`src/rtl/rfmc_pkg.sv`:
```
// shared types and constants for the follow-mode controller
package rfmc_pkg;

    localparam int DVD_W = 30;   // dividend and quotient width of the shared divider
    localparam int DVS_W = 16;   // divisor width of the shared divider

    // register indexes of the configuration port
    localparam logic [2:0] REG_FOLLOW_DISTANCE = 3'd0;
    localparam logic [2:0] REG_SAFE_DISTANCE   = 3'd1;
    localparam logic [2:0] REG_MAX_LINEAR      = 3'd2;
    localparam logic [2:0] REG_MAX_ANGULAR     = 3'd3;
    localparam logic [2:0] REG_FRAME_WIDTH     = 3'd4;

    // 0.1 m in q8.8, rounded
    localparam logic [15:0] MIN_FRONT = 16'd26;

    localparam logic [23:0] ANG_POS_MAX = 24'h7FFFFF;
    localparam logic [23:0] ANG_NEG_MIN = 24'h800000;

    typedef enum logic [2:0] {
        MODE_SEARCH_FACE   = 3'd0,
        MODE_FOLLOW_FACE   = 3'd1,
        MODE_SEARCH_MARKER = 3'd2,
        MODE_FOLLOW_MARKER = 3'd3,
        MODE_AVOID         = 3'd4
    } mode_t;

    typedef struct packed {
        logic             start;
        logic [DVD_W-1:0] dividend;
        logic [DVS_W-1:0] divisor;
    } div_req_t;

endpackage

```
`src/rtl/rfmc_if.sv`:
```
// item channels of the follow-mode controller
interface rfmc_in_if;
    logic        valid;
    logic        ready;
    logic [15:0] front_distance;
    logic [15:0] front_left_distance;
    logic [15:0] front_right_distance;
    logic        vision_new;
    logic        marker_found;
    logic [11:0] face_left;
    logic [11:0] face_width;
    logic [11:0] marker_center_x;

    modport source (
        output valid, front_distance, front_left_distance, front_right_distance,
               vision_new, marker_found, face_left, face_width, marker_center_x,
        input  ready
    );
    modport sink (
        input  valid, front_distance, front_left_distance, front_right_distance,
               vision_new, marker_found, face_left, face_width, marker_center_x,
        output ready
    );
endinterface

interface rfmc_out_if;
    logic               valid;
    logic               ready;
    logic [2:0]         mode;
    logic [15:0]        linear_speed;
    logic signed [23:0] angular_speed;

    modport source (
        output valid, mode, linear_speed, angular_speed,
        input  ready
    );
    modport sink (
        input  valid, mode, linear_speed, angular_speed,
        output ready
    );
endinterface

```
`src/rtl/rfmc_div.sv`:
```
// restoring divider, one quotient bit per cycle
module rfmc_div (
    input  logic                       clk,
    input  logic                       rst_n,
    input  rfmc_pkg::div_req_t         req,
    output logic                       done,
    output logic [rfmc_pkg::DVD_W-1:0] quotient
);
    import rfmc_pkg::*;

    localparam int CNT_W = $clog2(DVD_W);
    localparam logic [CNT_W-1:0] LAST = CNT_W'(DVD_W - 1);

    logic             busy_reg, busy_next;
    logic             done_reg, done_next;
    logic [CNT_W-1:0] cnt_reg, cnt_next;
    logic [DVD_W-1:0] quo_reg, quo_next;
    logic [DVS_W-1:0] rem_reg, rem_next;
    logic [DVS_W-1:0] dvs_reg, dvs_next;
    logic [DVS_W:0]   trial;
    logic [DVS_W:0]   diff;
    logic             fits;

    always_comb
    begin
        trial = {rem_reg, quo_reg[DVD_W-1]};
        diff  = trial - {1'b0, dvs_reg};
        fits  = (trial >= {1'b0, dvs_reg});

        busy_next = busy_reg;
        done_next = 1'b0;
        cnt_next  = cnt_reg;
        quo_next  = quo_reg;
        rem_next  = rem_reg;
        dvs_next  = dvs_reg;

        if (req.start)
        begin
            busy_next = 1'b1;
            cnt_next  = '0;
            quo_next  = req.dividend;
            rem_next  = '0;
            dvs_next  = req.divisor;
        end
        else if (busy_reg)
        begin
            rem_next = fits ? diff[DVS_W-1:0] : trial[DVS_W-1:0];
            quo_next = {quo_reg[DVD_W-2:0], fits};
            cnt_next = cnt_reg + 1'b1;
            if (cnt_reg == LAST)
            begin
                busy_next = 1'b0;
                done_next = 1'b1;
            end
        end
    end

    always_ff @(posedge clk or negedge rst_n)
    begin
        if (!rst_n)
        begin
            busy_reg <= 1'b0;
            done_reg <= 1'b0;
            cnt_reg  <= '0;
        end
        else
        begin
            busy_reg <= busy_next;
            done_reg <= done_next;
            cnt_reg  <= cnt_next;
        end
    end

    always_ff @(posedge clk)
    begin
        quo_reg <= quo_next;
        rem_reg <= rem_next;
        dvs_reg <= dvs_next;
    end

    assign done     = done_reg;
    assign quotient = quo_reg;

endmodule

```
`src/rtl/robot_follow_mode_controller.sv`:
```
// top level of the robot follow-mode controller
// Each input item is one control tick: three front range readings in q8.8 metres and, when
// vision_new is set, a fresh vision result that is held together with a sticky seen flag.
// The controller steps its five-mode machine once per item and returns one item with the
// mode, a linear speed clamped to max_linear and a proportional angular speed in q12.12,
// saturated to 24 bits signed. Items are handled one at a time: avoid and search ticks skip
// the divider, face follow ticks make two passes and marker follow ticks one or two passes
// through the shared 30-bit restoring divider at one quotient bit per cycle (steering,
// then speed unless the gap alone decides it). A finished result sits in the output
// register, so the next item is taken while it waits. The five registers are to be written
// through cfg_we/cfg_index/cfg_wdata by the user only while the block is idle; the block does
// not enforce it. Unknown indexes are ignored and a zero frame width steers as a width of one.
module robot_follow_mode_controller (
    input  logic        clk,
    input  logic        rst_n,
    input  logic        cfg_we,
    input  logic [2:0]  cfg_index,
    input  logic [15:0] cfg_wdata,
    rfmc_in_if.sink     in_ch,
    rfmc_out_if.source  out_ch
);
    import rfmc_pkg::*;

    // sequencer, one-hot
    typedef enum logic [7:0] {
        S_IDLE     = 8'b0000_0001,
        S_MODE     = 8'b0000_0010,
        S_MUL      = 8'b0000_0100,
        S_ANG_GO   = 8'b0000_1000,
        S_ANG_WAIT = 8'b0001_0000,
        S_LIN_GO   = 8'b0010_0000,
        S_LIN_WAIT = 8'b0100_0000,
        S_DONE     = 8'b1000_0000
    } state_t;

    state_t state_reg, state_next;

    // configuration registers
    logic [15:0] follow_reg, safe_reg, max_lin_reg, max_ang_reg;
    logic [11:0] frame_w_reg;

    // held vision and mode
    mode_t       mode_reg, mode_next;
    logic        seen_reg, seen_next;
    logic        mfound_reg, mfound_next;
    logic [11:0] face_left_reg, face_left_next;
    logic [11:0] face_w_reg, face_w_next;
    logic [11:0] marker_x_reg, marker_x_next;

    // per-item working registers
    logic [15:0]      front_reg, front_next;
    logic             left_wins_reg, left_wins_next;
    logic [DVD_W-1:0] prod_reg, prod_next;
    logic             neg_reg, neg_next;
    logic [15:0]      lin_reg, lin_next;
    logic [23:0]      ang_reg, ang_next;

    // output register
    logic        out_valid_reg, out_valid_next;
    logic [2:0]  out_mode_reg, out_mode_next;
    logic [15:0] out_lin_reg, out_lin_next;
    logic [23:0] out_ang_reg, out_ang_next;

    // shared divider
    div_req_t         div_req;
    logic             div_done;
    logic [DVD_W-1:0] div_q;

    logic [11:0]        frame_w_eff;
    logic signed [14:0] err;
    logic [14:0]        err_abs;
    logic               tracking;
    logic [15:0]        front_den;
    logic [15:0]        gap;
    logic [23:0]        ang_sat;
    logic [15:0]        lin_clamp;

    rfmc_div u_div (
        .clk      (clk),
        .rst_n    (rst_n),
        .req      (div_req),
        .done     (div_done),
        .quotient (div_q)
    );

    assign in_ch.ready = (state_reg == S_IDLE);

    // steering error in half pixels: face uses box centre doubled, marker its x doubled
    always_comb
    begin
        frame_w_eff = (frame_w_reg == '0) ? 12'd1 : frame_w_reg;
        if (mode_reg == MODE_FOLLOW_FACE)
            err = $signed({2'b00, face_left_reg, 1'b0}) + $signed({3'b000, face_w_reg})
                - $signed({3'b000, frame_w_reg});
        else
            err = $signed({2'b00, marker_x_reg, 1'b0}) - $signed({3'b000, frame_w_reg});
        err_abs   = err[14] ? (15'd0 - err) : err;
        tracking  = seen_reg && mfound_reg;
        front_den = (front_reg > MIN_FRONT) ? front_reg : MIN_FRONT;
        gap       = front_reg - follow_reg;

        // turn rate is -(err * max_angular) / width, truncated toward zero, then saturated
        if (neg_reg)
            ang_sat = (div_q > DVD_W'(ANG_NEG_MIN)) ? ANG_NEG_MIN : (24'd0 - div_q[23:0]);
        else
            ang_sat = (div_q > DVD_W'(ANG_POS_MAX)) ? ANG_POS_MAX : div_q[23:0];

        lin_clamp = (div_q > DVD_W'(max_lin_reg)) ? max_lin_reg : div_q[15:0];
    end

    // divider request, muxed by sequencer step
    always_comb
    begin
        div_req.start    = (state_reg == S_ANG_GO) || (state_reg == S_LIN_GO);
        div_req.dividend = prod_reg;
        div_req.divisor  = DVS_W'(frame_w_eff);
        if (state_reg == S_LIN_GO)
        begin
            if (mode_reg == MODE_FOLLOW_FACE)
            begin
                div_req.dividend = DVD_W'({follow_reg, 12'd0});
                div_req.divisor  = front_den;
            end
            else
            begin
                div_req.dividend = DVD_W'({gap, 12'd0});
                div_req.divisor  = follow_reg;
            end
        end
    end

    always_comb
    begin
        state_next     = state_reg;
        mode_next      = mode_reg;
        seen_next      = seen_reg;
        mfound_next    = mfound_reg;
        face_left_next = face_left_reg;
        face_w_next    = face_w_reg;
        marker_x_next  = marker_x_reg;
        front_next     = front_reg;
        left_wins_next = left_wins_reg;
        prod_next      = prod_reg;
        neg_next       = neg_reg;
        lin_next       = lin_reg;
        ang_next       = ang_reg;
        out_valid_next = out_valid_reg;
        out_mode_next  = out_mode_reg;
        out_lin_next   = out_lin_reg;
        out_ang_next   = out_ang_reg;

        if (out_ch.ready)
            out_valid_next = 1'b0;

        unique case (state_reg)
            S_IDLE:
            begin
                if (in_ch.valid)
                begin
                    front_next     = in_ch.front_distance;
                    left_wins_next = in_ch.front_left_distance > in_ch.front_right_distance;
                    if (in_ch.vision_new)
                    begin
                        seen_next      = 1'b1;
                        mfound_next    = in_ch.marker_found;
                        face_left_next = in_ch.face_left;
                        face_w_next    = in_ch.face_width;
                        marker_x_next  = in_ch.marker_center_x;
                    end
                    state_next = S_MODE;
                end
            end

            S_MODE:
            begin
                // transition priority: obstacle first, then leave avoid, then vision
                priority if (front_reg < safe_reg)
                    mode_next = MODE_AVOID;
                else if (mode_reg == MODE_AVOID)
                    mode_next = MODE_SEARCH_FACE;
                else if (mode_reg == MODE_SEARCH_FACE && seen_reg)
                    mode_next = MODE_FOLLOW_FACE;
                else if (mode_reg == MODE_FOLLOW_FACE && tracking)
                    mode_next = MODE_FOLLOW_MARKER;
                else if (mode_reg == MODE_FOLLOW_MARKER && !tracking)
                    mode_next = MODE_SEARCH_MARKER;
                else if (mode_reg == MODE_SEARCH_MARKER && tracking)
                    mode_next = MODE_FOLLOW_MARKER;
                else
                    mode_next = mode_reg;

                lin_next = '0;
                if (mode_next == MODE_AVOID)
                begin
                    ang_next   = left_wins_reg ? {8'd0, max_ang_reg}
                                               : (24'd0 - {8'd0, max_ang_reg});
                    state_next = S_DONE;
                end
                else if (mode_next == MODE_FOLLOW_FACE || mode_next == MODE_FOLLOW_MARKER)
                    state_next = S_MUL;
                else
                begin
                    // searching: turn in place at half rate
                    ang_next   = {9'd0, max_ang_reg[15:1]};
                    state_next = S_DONE;
                end
            end

            S_MUL:
            begin
                prod_next  = DVD_W'(err_abs[13:0]) * DVD_W'(max_ang_reg);
                neg_next   = !err[14] && (err != '0);
                state_next = S_ANG_GO;
            end

            S_ANG_GO:
                state_next = S_ANG_WAIT;

            S_ANG_WAIT:
            begin
                if (div_done)
                begin
                    ang_next = ang_sat;
                    if (mode_reg == MODE_FOLLOW_FACE)
                        state_next = S_LIN_GO;
                    else if (front_reg <= follow_reg)
                    begin
                        lin_next   = '0;
                        state_next = S_DONE;
                    end
                    else if (follow_reg == '0)
                    begin
                        // zero target distance: full speed while any gap remains
                        lin_next   = max_lin_reg;
                        state_next = S_DONE;
                    end
                    else
                        state_next = S_LIN_GO;
                end
            end

            S_LIN_GO:
                state_next = S_LIN_WAIT;

            S_LIN_WAIT:
            begin
                if (div_done)
                begin
                    lin_next   = lin_clamp;
                    state_next = S_DONE;
                end
            end

            S_DONE:
            begin
                // wait for the output register to be free
                if (!out_valid_reg || out_ch.ready)
                begin
                    out_valid_next = 1'b1;
                    out_mode_next  = mode_reg;
                    out_lin_next   = lin_reg;
                    out_ang_next   = ang_reg;
                    state_next     = S_IDLE;
                end
            end

            default:
                state_next = S_IDLE;
        endcase
    end

    // configuration writes
    always_ff @(posedge clk or negedge rst_n)
    begin
        if (!rst_n)
        begin
            follow_reg  <= 16'd256;
            safe_reg    <= 16'd128;
            max_lin_reg <= 16'd2048;
            max_ang_reg <= 16'd4096;
            frame_w_reg <= 12'd640;
        end
        else if (cfg_we)
        begin
            unique case (cfg_index)
                REG_FOLLOW_DISTANCE: follow_reg  <= cfg_wdata;
                REG_SAFE_DISTANCE:   safe_reg    <= cfg_wdata;
                REG_MAX_LINEAR:      max_lin_reg <= cfg_wdata;
                REG_MAX_ANGULAR:     max_ang_reg <= cfg_wdata;
                REG_FRAME_WIDTH:     frame_w_reg <= cfg_wdata[11:0];
                default:             ;
            endcase
        end
    end

    always_ff @(posedge clk or negedge rst_n)
    begin
        if (!rst_n)
        begin
            state_reg     <= S_IDLE;
            mode_reg      <= MODE_SEARCH_FACE;
            seen_reg      <= 1'b0;
            mfound_reg    <= 1'b0;
            face_left_reg <= '0;
            face_w_reg    <= '0;
            marker_x_reg  <= '0;
            out_valid_reg <= 1'b0;
        end
        else
        begin
            state_reg     <= state_next;
            mode_reg      <= mode_next;
            seen_reg      <= seen_next;
            mfound_reg    <= mfound_next;
            face_left_reg <= face_left_next;
            face_w_reg    <= face_w_next;
            marker_x_reg  <= marker_x_next;
            out_valid_reg <= out_valid_next;
        end
    end

    always_ff @(posedge clk)
    begin
        front_reg     <= front_next;
        left_wins_reg <= left_wins_next;
        prod_reg      <= prod_next;
        neg_reg       <= neg_next;
        lin_reg       <= lin_next;
        ang_reg       <= ang_next;
        out_mode_reg  <= out_mode_next;
        out_lin_reg   <= out_lin_next;
        out_ang_reg   <= out_ang_next;
    end

    assign out_ch.valid         = out_valid_reg;
    assign out_ch.mode          = out_mode_reg;
    assign out_ch.linear_speed  = out_lin_reg;
    assign out_ch.angular_speed = out_ang_reg;

endmodule

```
`src/flat_wrapper.sv`:
```
// flat-port wrapper written by rule: the top's interface ports become plain ports
module robot_follow_mode_controller_flat import rfmc_pkg::*;
  (clk, rst_n, cfg_we, cfg_index, cfg_wdata, in_ch_valid, in_ch_front_distance, in_ch_front_left_distance, in_ch_front_right_distance, in_ch_vision_new, in_ch_marker_found, in_ch_face_left, in_ch_face_width, in_ch_marker_center_x, in_ch_ready, out_ch_valid, out_ch_mode, out_ch_linear_speed, out_ch_angular_speed, out_ch_ready);
  rfmc_in_if in_ch_i ();
  rfmc_out_if out_ch_i ();
  input  logic clk;
  input  logic rst_n;
  input  logic cfg_we;
  input  logic [2:0] cfg_index;
  input  logic [15:0] cfg_wdata;
  input wire logic [$bits(in_ch_i.valid)-1:0] in_ch_valid;
  input wire logic [$bits(in_ch_i.front_distance)-1:0] in_ch_front_distance;
  input wire logic [$bits(in_ch_i.front_left_distance)-1:0] in_ch_front_left_distance;
  input wire logic [$bits(in_ch_i.front_right_distance)-1:0] in_ch_front_right_distance;
  input wire logic [$bits(in_ch_i.vision_new)-1:0] in_ch_vision_new;
  input wire logic [$bits(in_ch_i.marker_found)-1:0] in_ch_marker_found;
  input wire logic [$bits(in_ch_i.face_left)-1:0] in_ch_face_left;
  input wire logic [$bits(in_ch_i.face_width)-1:0] in_ch_face_width;
  input wire logic [$bits(in_ch_i.marker_center_x)-1:0] in_ch_marker_center_x;
  output wire logic [$bits(in_ch_i.ready)-1:0] in_ch_ready;
  output wire logic [$bits(out_ch_i.valid)-1:0] out_ch_valid;
  output wire logic [$bits(out_ch_i.mode)-1:0] out_ch_mode;
  output wire logic [$bits(out_ch_i.linear_speed)-1:0] out_ch_linear_speed;
  output wire logic [$bits(out_ch_i.angular_speed)-1:0] out_ch_angular_speed;
  input wire logic [$bits(out_ch_i.ready)-1:0] out_ch_ready;
  assign in_ch_i.valid = in_ch_valid;
  assign in_ch_i.front_distance = in_ch_front_distance;
  assign in_ch_i.front_left_distance = in_ch_front_left_distance;
  assign in_ch_i.front_right_distance = in_ch_front_right_distance;
  assign in_ch_i.vision_new = in_ch_vision_new;
  assign in_ch_i.marker_found = in_ch_marker_found;
  assign in_ch_i.face_left = in_ch_face_left;
  assign in_ch_i.face_width = in_ch_face_width;
  assign in_ch_i.marker_center_x = in_ch_marker_center_x;
  assign in_ch_ready = in_ch_i.ready;
  assign out_ch_valid = out_ch_i.valid;
  assign out_ch_mode = out_ch_i.mode;
  assign out_ch_linear_speed = out_ch_i.linear_speed;
  assign out_ch_angular_speed = out_ch_i.angular_speed;
  assign out_ch_i.ready = out_ch_ready;
  robot_follow_mode_controller u_core (.clk(clk), .rst_n(rst_n), .cfg_we(cfg_we), .cfg_index(cfg_index), .cfg_wdata(cfg_wdata), .in_ch(in_ch_i), .out_ch(out_ch_i));
endmodule
```
`config.mk`:
```
export PLATFORM = sky130hd
export DESIGN_NAME = robot_follow_mode_controller_flat
export DESIGN_NICKNAME = d
export VERILOG_FILES = /design/src/rtl/rfmc_pkg.sv /design/src/rtl/rfmc_if.sv /design/src/rtl/rfmc_div.sv /design/src/rtl/robot_follow_mode_controller.sv /design/src/flat_wrapper.sv
export SDC_FILE = /design/constraint.sdc
export NUM_CORES = 1
export LEC_CHECK = 0
export BUFFER_PORTS_ARGS = -buffer_cell sky130_fd_sc_hd__clkbuf_2
export CORE_MARGIN = 2
export CORE_UTILIZATION = 40
export DETAILED_ROUTE_END_ITERATION = 7
export PLACE_DENSITY = 0.63
export SYNTH_ARGS = -nofsm -noshare
export SYNTH_HDL_FRONTEND = slang
export SYNTH_SLANG_ARGS = --single-unit
export TNS_END_PERCENT = 5
```
`constraint.sdc`:
```
create_clock -name clk -period 10.4 [get_ports clk]
set_input_delay 0.52 -clock clk [delete_from_list [all_inputs] [get_ports clk]]
set_output_delay 0.52 -clock clk [all_outputs]
set_load 0.01 [all_outputs]
```
==> results.ini, run 1 <==
[route]
via_count = 21000
drt_first_pass_iters = 5
vias_per_cell = 5.56
wl_per_cell_um = 20.0
drt_iter0_drc = 1374
post-route-drc-count = 0
wirelength_um = 75500
final_antenna_net_count = 0

[global_route]
grt_max_degree = 80
grt_pass1_wl_um = 119000
grt_pass1_vias = 21100
antenna_found_initial = 0
grt_overflow = 0
track_usage_pct = 21.8

[floorplan]
start_util_pct = 40.5
rows = 94
ios = 155
chipHeight_um = 262
fp.coreArea_sq_um = 66000
fp.dieArea_sq_um = 68900
die_x_um = 262

[clock_network]
htreeDepth = 2
ctsLongestPathBuffers = 3
clk_latency_ns = 0.57
cts_root_buffer = clkbuf_16
cts_tree = built
cts_hold_buf = 0
cts.sinks = 326
clk_transition_reported_paths_ns = 0.06
cts_made_buffers = 38

[sta]
postLayoutSetupSlackWorst_ns = 0.530
worst_pin_slew_ns = 1.17
setup_viol = 0
layout_min_cycle_time_ns = 9.87
max_slew_margin_pct = 21.9
hold_violations = 1
period_share_pct = 94.9
fin_skew_ns = 0.0231
worst_hold_slack_ns = -0.0104
slew_viol_final = 0
fmax_mhz = 101

[logic_synthesis]
synth_area_sq_um = 26700
synth_top_family_by_area = adder cells
syn_inst = 2743
synth_nets = 3235
ys_warn_count = 0
ys_ff_latch = 326
synth.avg_cell_area_sq_um = 9.74
ys_types = 92
ys.flop_type = edfxtp_1
ys_seq_area_share_pct = 33.6
synth-xor-area-share_pct = 2.95
synth_edf_count = 177
async_flop_share_pct = 40.8
yosys.area_share.simple_pct = 14.7
synthMuxAreaShare_pct = 4.92
synth_compound_gate_area_share_pct = 15.1
synthAdderAreaFrac_pct = 22.7

[worst_setup_path]
end_kind = flip-flop
start_kind = flip-flop
path_class = flip-flop to flip-flop
critPathMaxFanout = 9
cp_slowest_cell = fa_1
r2r_setup_slack_ns = 0.53
arrival_ns = 10.18
crit_top_cell = fa_1
worstPathRequired_ns = 10.71
slowest_delay_ns = 0.55

[place]
dp_cells = 3704
postPlaceCellArea_sq_um = 28600
place_ws_ns = 0.0270
portBuffers = 154
hpwlAfterDp_um = 57400
place_congestion = 0.961

[status]
violations = hold timing
status = finished, violations left

[final_layout]
final_cells = 3778
drive_gt1_share_pct = 14.5
stdcell_area_sq_um = 30000
seq_area_sq_um = 8970
antenna_cells = 0
nNetsFinal = 3377
mostFrequentLayoutCells = 300 x inv_1, 281 x nand2_1, 210 x ha_1
syn2layout_area_growth_pct = 12.1
final_common_cell = inv_1
multi_input_area_sq_um = 16200
fillCellCount = 6290

[flow_run]
cap_violations = 0

[min_path]
worstHoldPathType = input port to asynchronous set/reset pin

[cell usage after synthesis (13+ instances only)]
library cell,n,area [sq um]
inv_1,300,1130
o21a_1,32,240
a22o_1,29,254
nand3_1,23,115
nor3_1,63,315
a211oi_1,54,405
edfxtp_1,177,5320
o21ai_0,145,726
or3_1,19,119
mux2_2,66,743
a31oi_1,22,138
nand2b_1,38,238
fa_1,170,3400
a21oi_1,127,636
nor4_1,20,125
and2_1,31,194
o211ai_1,13,97.6
nor2_1,155,582
dfrtp_1,126,3150
a21o_1,51,383
nand4_1,22,138
dfxtp_1,16,320
mux2i_1,57,571
o31ai_1,16,120
nand2_1,282,1060
nor2b_1,40,250
ha_1,212,2650
xor2_1,33,289
and3_1,17,106
nor3b_1,26,195
xnor2_1,57,499
clkbuf_1,102,383
[worst max-delay path, delay by kind of cell (launching register included)]
family                     cells  cell delay [ns]
and+or+nand+nor                6             1.50
AOI/OAI and AO/OA             15             3.05
buffers and inverters          5             0.41
adders and majority gates     10             4.30
DFF                            1             0.35
[path summary, 6_finish.rpt]
kind	endpoint	startpoint	cells after the start
setup reg to reg	u_core.prod_reg[27]$_DFFE_PP_	u_core.face_w_reg[1]$_DFFE_PN0P_	36
setup / recovery	u_core.prod_reg[27]$_DFFE_PP_	u_core.face_w_reg[1]$_DFFE_PN0P_	36
hold reg to reg	u_core.out_ch.angular_speed[10]$_DFFE_PP_	u_core.ang_reg[10]$_DFFE_PP_	0
hold / removal	u_core.max_lin_reg[12]$_DFFE_PN0P_	rst_n	1
min in group clk	u_core.front_reg[13]$_DFFE_PP_	in_ch_front_distance[13]	1
max in group asynchronous	u_core.marker_x_reg[9]$_DFFE_PN0P_	rst_n	2
[cells by family after synthesis]
| kind of cell | Yosys count |
|---|---|
| xor+xnor | 90 |
| flops | 326 |
| mux | 123 |
| compound gates | 600 |
| fa+ha+maj | 382 |
| buf+inv | 428 |
| simple gates | 794 |
[stage by stage]
step | util (%) | TNS, ns
after floorplan | - | 0
after global placement | 43.4 | 0
after detailed placement | 43.4 | 0
after CTS | 45.2 | 0
after global routing | 45.4 | -0.00770
final | 45.4 | 0
[cell type report]
class	instances	area share, %
timing repair buffer	224	4.46
clock inverter	17	0.643
inverter	306	3.83
multi-input combinational	1989	54.1
sequential	326	29.9
clock buffer	52	3.42
tap	864	3.61
[routing by layer]
layer | GRT usage, % | part of all wire, % | up-vias
li1 | - | - | 9862
met5 | 0 | 0 | -
met3 | 3.17 | 5.3 | 128
met4 | 7.89 | 3.4 | 0
met2 | 36.9 | 48 | 640
met1 | 28.5 | 43 | 10400
[repair_timing]
item                                   in CTS  in global routing
endpoints found under the hold margin       0                  0
buffers inserted                            0                  5
setup endpoints to repair                   1                 11
gates resized for setup                     1                 15
pin swaps                                   0                  5
Power of run 1 is left out: the tool's default activity adds up to more than one toggle a clock period on the data nets, which glitch-free logic cannot reach.
==> run 2: changes to the inputs <==
--- a/config.mk
+++ b/config.mk
@@ -5,6 +5,7 @@
 export SDC_FILE = /design/constraint.sdc
 export NUM_CORES = 1
 export LEC_CHECK = 0
+export ABC_AREA = 1
 export BUFFER_PORTS_ARGS = -buffer_cell sky130_fd_sc_hd__clkbuf_2
 export CORE_MARGIN = 2
 export CORE_UTILIZATION = 40
==> run 2 against run 1 <==
Compared with the run above: the run still ends with hold timing left; cell count grew 10%; design area decreased by 2.2%; critical path depth grew 7; die area is 0.91% lower; clock skew down 0.0053 ns; sequential share of layout area increased by 0.67 points; area after synthesis is 0.93% lower; non-clock buffer count decreased by 49; sequential cell count is the same; global-route usage rose by 1.1 points; critical path type unchanged; highest routed layer unchanged.
==> results.ini, run 2 <==
[status]
status = finished, violations left  ; unchanged
violations = hold timing  ; unchanged

[final_layout]
mostFrequentLayoutCells = 679 x nand2_1, 463 x inv_1, 277 x o21ai_0  ; was 300 x inv_1, 281 x nand2_1, 210 x ha_1
final_common_cell = nand2_1  ; was inv_1
syn2layout_area_growth_pct = 10.7  ; was 12.1%
nNetsFinal = 3755  ; was 3377
drive_gt1_share_pct = 10.7  ; was 14.5%
fillCellCount = 6569  ; was 6290

[clock_network]
htreeDepth = 2  ; unchanged
cts_root_buffer = clkbuf_16  ; unchanged
ctsLongestPathBuffers = 3  ; unchanged
cts_tree = built  ; unchanged
cts_made_buffers = 37  ; was 38
clk_latency_ns = 0.56  ; was 0.57 ns
clk_transition_reported_paths_ns = 0.06  ; about the same
cts.sinks = 326  ; unchanged

[worst_setup_path]
crit_top_cell = nand2_1  ; was fa_1
slowest_delay_ns = 0.55  ; about the same
start_kind = flip-flop  ; unchanged
critPathTopFamily = adder cells  ; unchanged
path_class = flip-flop to flip-flop  ; unchanged
critPathMaxFanout = 17  ; was 9
cp_slowest_cell = fa_1  ; unchanged
worstReg2RegStart = u_core.face_w_reg[1]$_DFFE_PN0P_  ; unchanged
arrival_ns = 9.88  ; was 10.18 ns
end_kind = flip-flop  ; unchanged
worstPathRequired_ns = 10.70  ; was 10.71 ns
cp.buffers_inverters = 7  ; was 5
crit_start = u_core.face_w_reg[1]$_DFFE_PN0P_  ; unchanged

[logic_synthesis]
ys_ff_latch = 326  ; unchanged
ys.flop_type = edfxtp_1  ; unchanged
synth_area_sq_um = 26500  ; was 26700 sq um
synth_top_family_by_area = adder cells  ; unchanged
synth_compound_gate_area_share_pct = 11.3  ; was 15.1%
yosys.area_share.simple_pct = 18.8  ; was 14.7%
yosys.area.top_type = edfxtp_1  ; unchanged
ys_types = 59  ; was 92
syn_inst = 3142  ; was 2743
ys_seq_area_share_pct = 33.9  ; was 33.6%
synth.avg_cell_area_sq_um = 8.43  ; was 9.74 sq um
synthMuxAreaShare_pct = 1.36  ; was 4.92%
synthTopCellsByArea = edfxtp_1 20%, fa_1 13%, dfrtp_1 12%, ha_1 10%, nand2_1 9.7%  ; was edfxtp_1 20%, fa_1 13%, dfrtp_1 12%, ha_1 9.9%, inv_1 4.2%
async_flop_share_pct = 40.8  ; unchanged
synth_edf_count = 177  ; unchanged
synth-xor-area-share_pct = 3.21  ; was 2.95%
netlist_top_cells_count = 681 x nand2_1, 465 x inv_1, 277 x o21ai_0  ; was 300 x inv_1, 282 x nand2_1, 212 x ha_1
synthAdderAreaFrac_pct = 22.9  ; was 22.7%
yosysTopAreaCellShare_pct = 20.1  ; was 19.9%
yosysMostFrequentCell = nand2_1  ; was inv_1
ys_warn_count = 0  ; unchanged
synth_nets = 3634  ; was 3235

[sta]
fin_setup_tns_ns = 0  ; unchanged
worst_hold_slack_ns = -0.0125  ; was -0.0104 ns
fin_skew_ns = 0.0178  ; was 0.0231 ns
fmax_mhz = 104  ; was 101 MHz
max_slew_margin_pct = 28.8  ; was 21.9%
postLayoutSetupSlackWorst_ns = 0.815  ; was 0.530 ns
period_share_pct = 92.2  ; was 94.9%
slew_viol_final = 0  ; unchanged
rsz0062_at_grt = false
hold_violations = 2  ; was 1
setup_viol = 0  ; unchanged
layout_min_cycle_time_ns = 9.59  ; was 9.87 ns
worst_pin_slew_ns = 1.06  ; was 1.17 ns

[route]
vias_per_cell = 5.21  ; was 5.56
wl_per_cell_um = 18.6  ; was 20.0 um
drt_first_pass_iters = 6  ; was 5
wirelength_um = 77300  ; was 75500 um
via_count = 21700  ; was 21000
final_antenna_net_count = 0  ; unchanged
drt_iter0_drc = 1655  ; was 1374
post-route-drc-count = 0  ; unchanged

[floorplan]
start_util_pct = 40.3  ; was 40.5%
chipHeight_um = 261  ; was 262 um
fp.dieArea_sq_um = 68300  ; was 68900 sq um
rows = 94  ; unchanged
ios = 155  ; unchanged
die_x_um = 261  ; was 262 um
fp.coreArea_sq_um = 65600  ; was 66000 sq um

[global_route]
track_usage_pct = 22.9  ; was 21.8%
grt_max_degree = 77  ; was 80
grt_overflow = 0  ; unchanged
antenna_found_initial = 2  ; was 0
grt_pass1_wl_um = 121000  ; was 119000 um
grt_pass1_vias = 21000  ; was 21100

[place]
portBuffers = 154  ; unchanged
hpwlAfterDp_um = 59700  ; was 57400 um
place_ws_ns = 0.826  ; was 0.0270 ns
place_congestion = 0.965  ; was 0.961

[min_path]
worstHoldPathType = input port to asynchronous set/reset pin  ; unchanged

[flow_run]
cap_violations = 0  ; unchanged

==> run 2: changes by cell type after synthesis, moves of 54 or more <==
cell | previous run | this run
o21ai_0 | 145 | 277
mux2i_1 | 57 | 0
nand3_1 | 23 | 135
a21oi_1 | 127 | 181
nand2_1 | 282 | 681
inv_1 | 300 | 465
nor2_1 | 155 | 221
==> run 2: timing repair <==
action	4_1_cts	5_1_grt
hold buffers	0	0
setup buffers	0	2
setup endpoints to repair	0	1
gates resized for setup	0	3
==> run 2: per-layer routing <==
metal | up-vias | wire length (um) | part of all wire [%] | GRT usage [%]
met5 | - | 0 | 0 | 0
met4 | 0 | 2060 | 2.7 | 6.08
met3 | 101 | 5760 | 7.4 | 4.29
met2 | 719 | 35100 | 45 | 37.1
met1 | 10300 | 34400 | 44 | 31.6
li1 | 10500 | - | - | -
==> run 2: kinds of logic (layout without fill, tap and decap cells) <==
| logic type | Yosys count | after routing |
|---|---|---|
| muxes | 32 | 32 |
| xor gates and xnor gates | 97 | 97 |
| buffers and inverters | 585 | 735 |
| and+or+nand+nor | 1170 | 1170 |
| AOI/OAI and AO/OA | 550 | 550 |
| other | 0 | 1 |
| adders and majority gates | 382 | 382 |
| DFF | 326 | 326 |
==> run 2: path summary, 6_finish.rpt <==
path	slack (ns)	end	cells past startpoint
worst min register to register	0.42	u_core.out_ch.linear_speed[7]$_DFFE_PP_	0
max in group asynchronous	9.15	u_core.max_ang_reg[7]$_DFFE_PN0P_	2
min in group clk	0.14	u_core.front_reg[6]$_DFFE_PP_	1
worst max-delay path	0.81	u_core.prod_reg[27]$_DFFE_PP_	43
worst min-delay path	-0.01	u_core.follow_reg[12]$_DFFE_PN0P_	1
worst max register to register	0.81	u_core.prod_reg[27]$_DFFE_PP_	43
==> run 2: area by class of cell <==
| class | count | area (sq um) | area share, % |
|---|---|---|---|
| inverters | 492 | 1860 | 6.33 |
| flip-flops and latches | 326 | 8970 | 30.6 |
| clock buffers | 54 | 1090 | 3.73 |
| clock inverters | 14 | 111 | 0.380 |
| well taps | 864 | 1080 | 3.69 |
| diodes | 1 | 2.50 | 0.00854 |
| multi-input cells | 2231 | 15300 | 52.1 |
| repair buffers | 175 | 935 | 3.19 |
==> run 2: metrics by stage <==
stage | hold WS [ns] | area (sq um) | utilization [%] | cells
after floorplan | 0.224 | 26500 | - | 3142
after detailed placement | 0.405 | 28100 | 42.8 | 4086
final | -0.0125 | 29300 | 44.7 | 4157
after global placement | 0.403 | 28100 | 42.8 | 4086
after CTS | 0.0243 | 29300 | 44.6 | 4154
after global routing | 0.0417 | 29300 | 44.7 | 4156
Power of run 2 is left out for the same reason.
==> run 3: changes to the inputs <==
--- a/config.mk
+++ b/config.mk
@@ -13,5 +13,6 @@
 export PLACE_DENSITY = 0.63
 export SYNTH_ARGS = -nofsm -noshare
 export SYNTH_HDL_FRONTEND = slang
+export SYNTH_HIERARCHICAL = 1
 export SYNTH_SLANG_ARGS = --single-unit
 export TNS_END_PERCENT = 5
==> run 3 against run 2 <==
Compared with the run above: the run now ends clean; clock skew up 0.0029 ns; sequential cell count unchanged; first-iteration DRC count up 1.6%; non-clock buffer count down 5; worst setup slack improved by 0.66 ns; synthesized cell count is 6.4% higher; sequential share of layout area shrank 0.64 points; area after synthesis increased by 2.6%; via count increased by 3.6%; utilization decreased by 0.092 points; fmax rose by 7.4%; global-route usage is 0.25 points lower.
==> results.ini, run 3 <==
[final_layout]
nNetsFinal = 3949  ; was 3755
syn2layout_area_growth_pct = 10.2  ; was 10.7%
fillCellCount = 6710  ; was 6569
final_common_cell = nand2_1  ; unchanged
mostFrequentLayoutCells = 824 x nand2_1, 592 x inv_1, 230 x o21ai_0  ; was 679 x nand2_1, 463 x inv_1, 277 x o21ai_0
drive_gt1_share_pct = 10.3  ; was 10.7%

[global_route]
track_usage_pct = 22.7  ; was 22.9%
antenna_found_initial = 3  ; was 2
grt_overflow = 0  ; unchanged
grt_pass1_wl_um = 124000  ; was 121000 um
grt_max_degree = 72  ; was 77
grt_pass1_vias = 22000  ; was 21000

[route]
drt_first_pass_iters = 6  ; unchanged
via_count = 22500  ; was 21700
wirelength_um = 78600  ; was 77300 um
vias_per_cell = 5.15  ; was 5.21
post-route-drc-count = 0  ; unchanged
drt_iter0_drc = 1682  ; was 1655
wl_per_cell_um = 18.0  ; was 18.6 um
final_antenna_net_count = 0  ; unchanged

[sta]
slew_viol_final = 0  ; unchanged
period_share_pct = 85.8  ; was 92.2%
max_slew_margin_pct = 19.2  ; was 28.8%
worst_pin_slew_ns = 1.21  ; was 1.06 ns
layout_min_cycle_time_ns = 8.92  ; was 9.59 ns
fin_setup_tns_ns = 0  ; unchanged
fin_skew_ns = 0.0207  ; was 0.0178 ns
rsz0062_at_grt = false  ; unchanged
hold_violations = 0  ; was 2
fmax_mhz = 112  ; was 104 MHz
setup_viol = 0  ; unchanged

[logic_synthesis]
synth_area_sq_um = 27200  ; was 26500 sq um
ys_seq_area_share_pct = 33.0  ; was 33.9%
synth-xor-area-share_pct = 2.26  ; was 3.21%
synth_nets = 3837  ; was 3634
synth_top_family_by_area = adder cells  ; unchanged
syn_inst = 3344  ; was 3142
yosysTopAreaCellShare_pct = 19.6  ; was 20.1%
synthAdderAreaFrac_pct = 22.6  ; was 22.9%
synthTopCellsByArea = edfxtp_1 20%, fa_1 13%, dfrtp_1 12%, nand2_1 11%, ha_1 9.3%  ; was edfxtp_1 20%, fa_1 13%, dfrtp_1 12%, ha_1 10%, nand2_1 9.7%
synth.avg_cell_area_sq_um = 8.12  ; was 8.43 sq um
ys_ff_latch = 326  ; unchanged
ys_types = 61  ; was 59
ys_warn_count = 6  ; was 0
synth_compound_gate_area_share_pct = 9.62  ; was 11.3%
synth_edf_count = 177  ; unchanged
yosys.area.top_type = edfxtp_1  ; unchanged
ys.flop_type = edfxtp_1  ; unchanged
yosys.area_share.simple_pct = 21.6  ; was 18.8%
yosysMostFrequentCell = nand2_1  ; unchanged
synthMuxAreaShare_pct = 0.539  ; was 1.36%
netlist_top_cells_count = 825 x nand2_1, 592 x inv_1, 230 x o21ai_0  ; was 681 x nand2_1, 465 x inv_1, 277 x o21ai_0
async_flop_share_pct = 40.8  ; unchanged

[worst_setup_path]
critPathMaxFanout = 11  ; was 17
worstRegToRegCells = 36  ; was 43
r2r_setup_slack_ns = 1.48  ; was 0.81 ns
crit_start = u_core/frame_w_reg[1]$_DFFE_PN0P_  ; was u_core.face_w_reg[1]$_DFFE_PN0P_
cp.buffers_inverters = 6  ; was 7
arrival_ns = 9.24  ; was 9.88 ns
timing.rr.end = u_core/prod_reg[26]$_DFFE_PP_  ; was u_core.prod_reg[27]$_DFFE_PP_
worstPathRequired_ns = 10.72  ; was 10.70 ns
critPathTopFamily = adder cells  ; unchanged
path_depth = 36  ; was 43
path_class = flip-flop to flip-flop  ; unchanged
crit_top_cell = nand2_1  ; unchanged
cp_slowest_cell = nand4_1  ; was fa_1
end_kind = flip-flop  ; unchanged
worstReg2RegStart = u_core/frame_w_reg[1]$_DFFE_PN0P_  ; was u_core.face_w_reg[1]$_DFFE_PN0P_
endpoint = u_core/prod_reg[26]$_DFFE_PP_  ; was u_core.prod_reg[27]$_DFFE_PP_
start_kind = flip-flop  ; unchanged
slowest_delay_ns = 0.57  ; was 0.55 ns

[clock_network]
cts_setup_buffers = 0  ; unchanged
ctsResizeCount = 0  ; unchanged
cts_root_buffer = clkbuf_16  ; unchanged
cts_tree = built  ; unchanged
clk_transition_reported_paths_ns = 0.06  ; about the same
ctsLongestPathBuffers = 3  ; unchanged
htreeDepth = 2  ; unchanged
cts.sinks = 326  ; unchanged
clk_latency_ns = 0.57  ; was 0.56 ns
cts_hold_buf = 0  ; unchanged
cts_made_buffers = 38  ; was 37

[status]
status = complete, no violations  ; was finished, violations left

[floorplan]
start_util_pct = 40.5  ; was 40.3%
ios = 155  ; unchanged
die_x_um = 265  ; was 261 um
fp.dieArea_sq_um = 70000  ; was 68300 sq um
fp.coreArea_sq_um = 67200  ; was 65600 sq um
chipHeight_um = 265  ; was 261 um
rows = 95  ; was 94

[min_path]
worstHoldPathType = input port to asynchronous set/reset pin  ; unchanged

[place]
hpwlAfterDp_um = 60800  ; was 59700 um
place_congestion = 0.915  ; was 0.965
portBuffers = 154  ; unchanged

[flow_run]
cap_violations = 0  ; unchanged

## run 3: cell types whose count changed after synthesis, moves of 8 or more
cell and delta:
nand3_1 +29, fa_1 +10, xnor2_1 -12, a21oi_1 -27, nand3b_1 +9, inv_1 +127, nor2_1 -8, a21oi_2 +11
xor2_1 -15, o21ai_0 -47, ha_1 -9, nand2_1 +144, mux2_2 -25, nand2_2 +14
## run 3: kinds of logic after synthesis
logic type      Yosys count
compound gates          472
xor+xnor                 70
fa+ha+maj               383
buf+inv                 713
flops                   326
mux                      13
simple gates           1367
## run 3: how the worst min path moves through the flow
| stage | start | end | slack [ns] | cells past startpoint |
|---|---|---|---|---|
| floorplan | rst_n | u_core/face_left_reg[0]$_DFFE_PN0P_ | 0.22 | 0 |
| global placement | u_core/ang_reg[11]$_DFFE_PP_ | u_core/out_ch.angular_speed[11]$_DFFE_PP_ | 0.40 | 0 |
| detailed placement | u_core/ang_reg[10]$_DFFE_PP_ | u_core/out_ch.angular_speed[10]$_DFFE_PP_ | 0.41 | 0 |
| CTS | rst_n | u_core/u_div/cnt_reg[0]$_DFFE_PN0P_ | 0.02 | 1 |
| global route | rst_n | u_core/max_ang_reg[13]$_DFFE_PN0P_ | 0.05 | 1 |
| finish | rst_n | u_core/max_ang_reg[13]$_DFFE_PN0P_ | 0.007 | 1 |
## run 3: area by class of cell
type,count,area [sq um],area share (%)
Sequential cell,326,8970,30.0
Timing Repair Buffer,170,897,3.00
Inverter,615,2320,7.75
Clock inverter,25,259,0.865
Multi-Input combinational cell,2305,15400,51.5
Antenna cell,1,2.50,0.00836
Tap cell,873,1090,3.65
Clock buffer,44,983,3.29
## run 3: metrics by stage
| stage | hold slack, ns | cells | setup slack (ns) | area [sq um] | util (%) |
|---|---|---|---|---|---|
| floorplan | 0.224 | 3344 | 2.75 | 27200 | - |
| global placement | 0.404 | 4289 | 1.67 | 28700 | 42.7 |
| detailed placement | 0.405 | 4289 | 1.52 | 28700 | 42.7 |
| CTS | 0.0150 | 4358 | 1.50 | 29900 | 44.6 |
| global route | 0.0486 | 4358 | 0.921 | 29900 | 44.6 |
| finish | 0.00658 | 4359 | 1.48 | 29900 | 44.6 |
## run 3: worst register-to-register path, delay by kind of cell, from the launching register on
family	cells	cell delay, ns
buffers and inverters	6	0.45
xor gates and xnor gates	1	0.14
and+or+nand+nor	17	2.75
adders and majority gates	10	4.68
AOI/OAI and AO/OA	2	0.26
DFF	1	0.41
## run 3: layer usage
layer	vias up	share of wire (%)	GRT usage (%)
met3	122	6.9	3.89
met1	10700	44	30.1
li1	10900	-	-
met4	0	3.5	7.68
met5	-	0	0
met2	756	46	37.5
Power of run 3 is left out for the same reason.
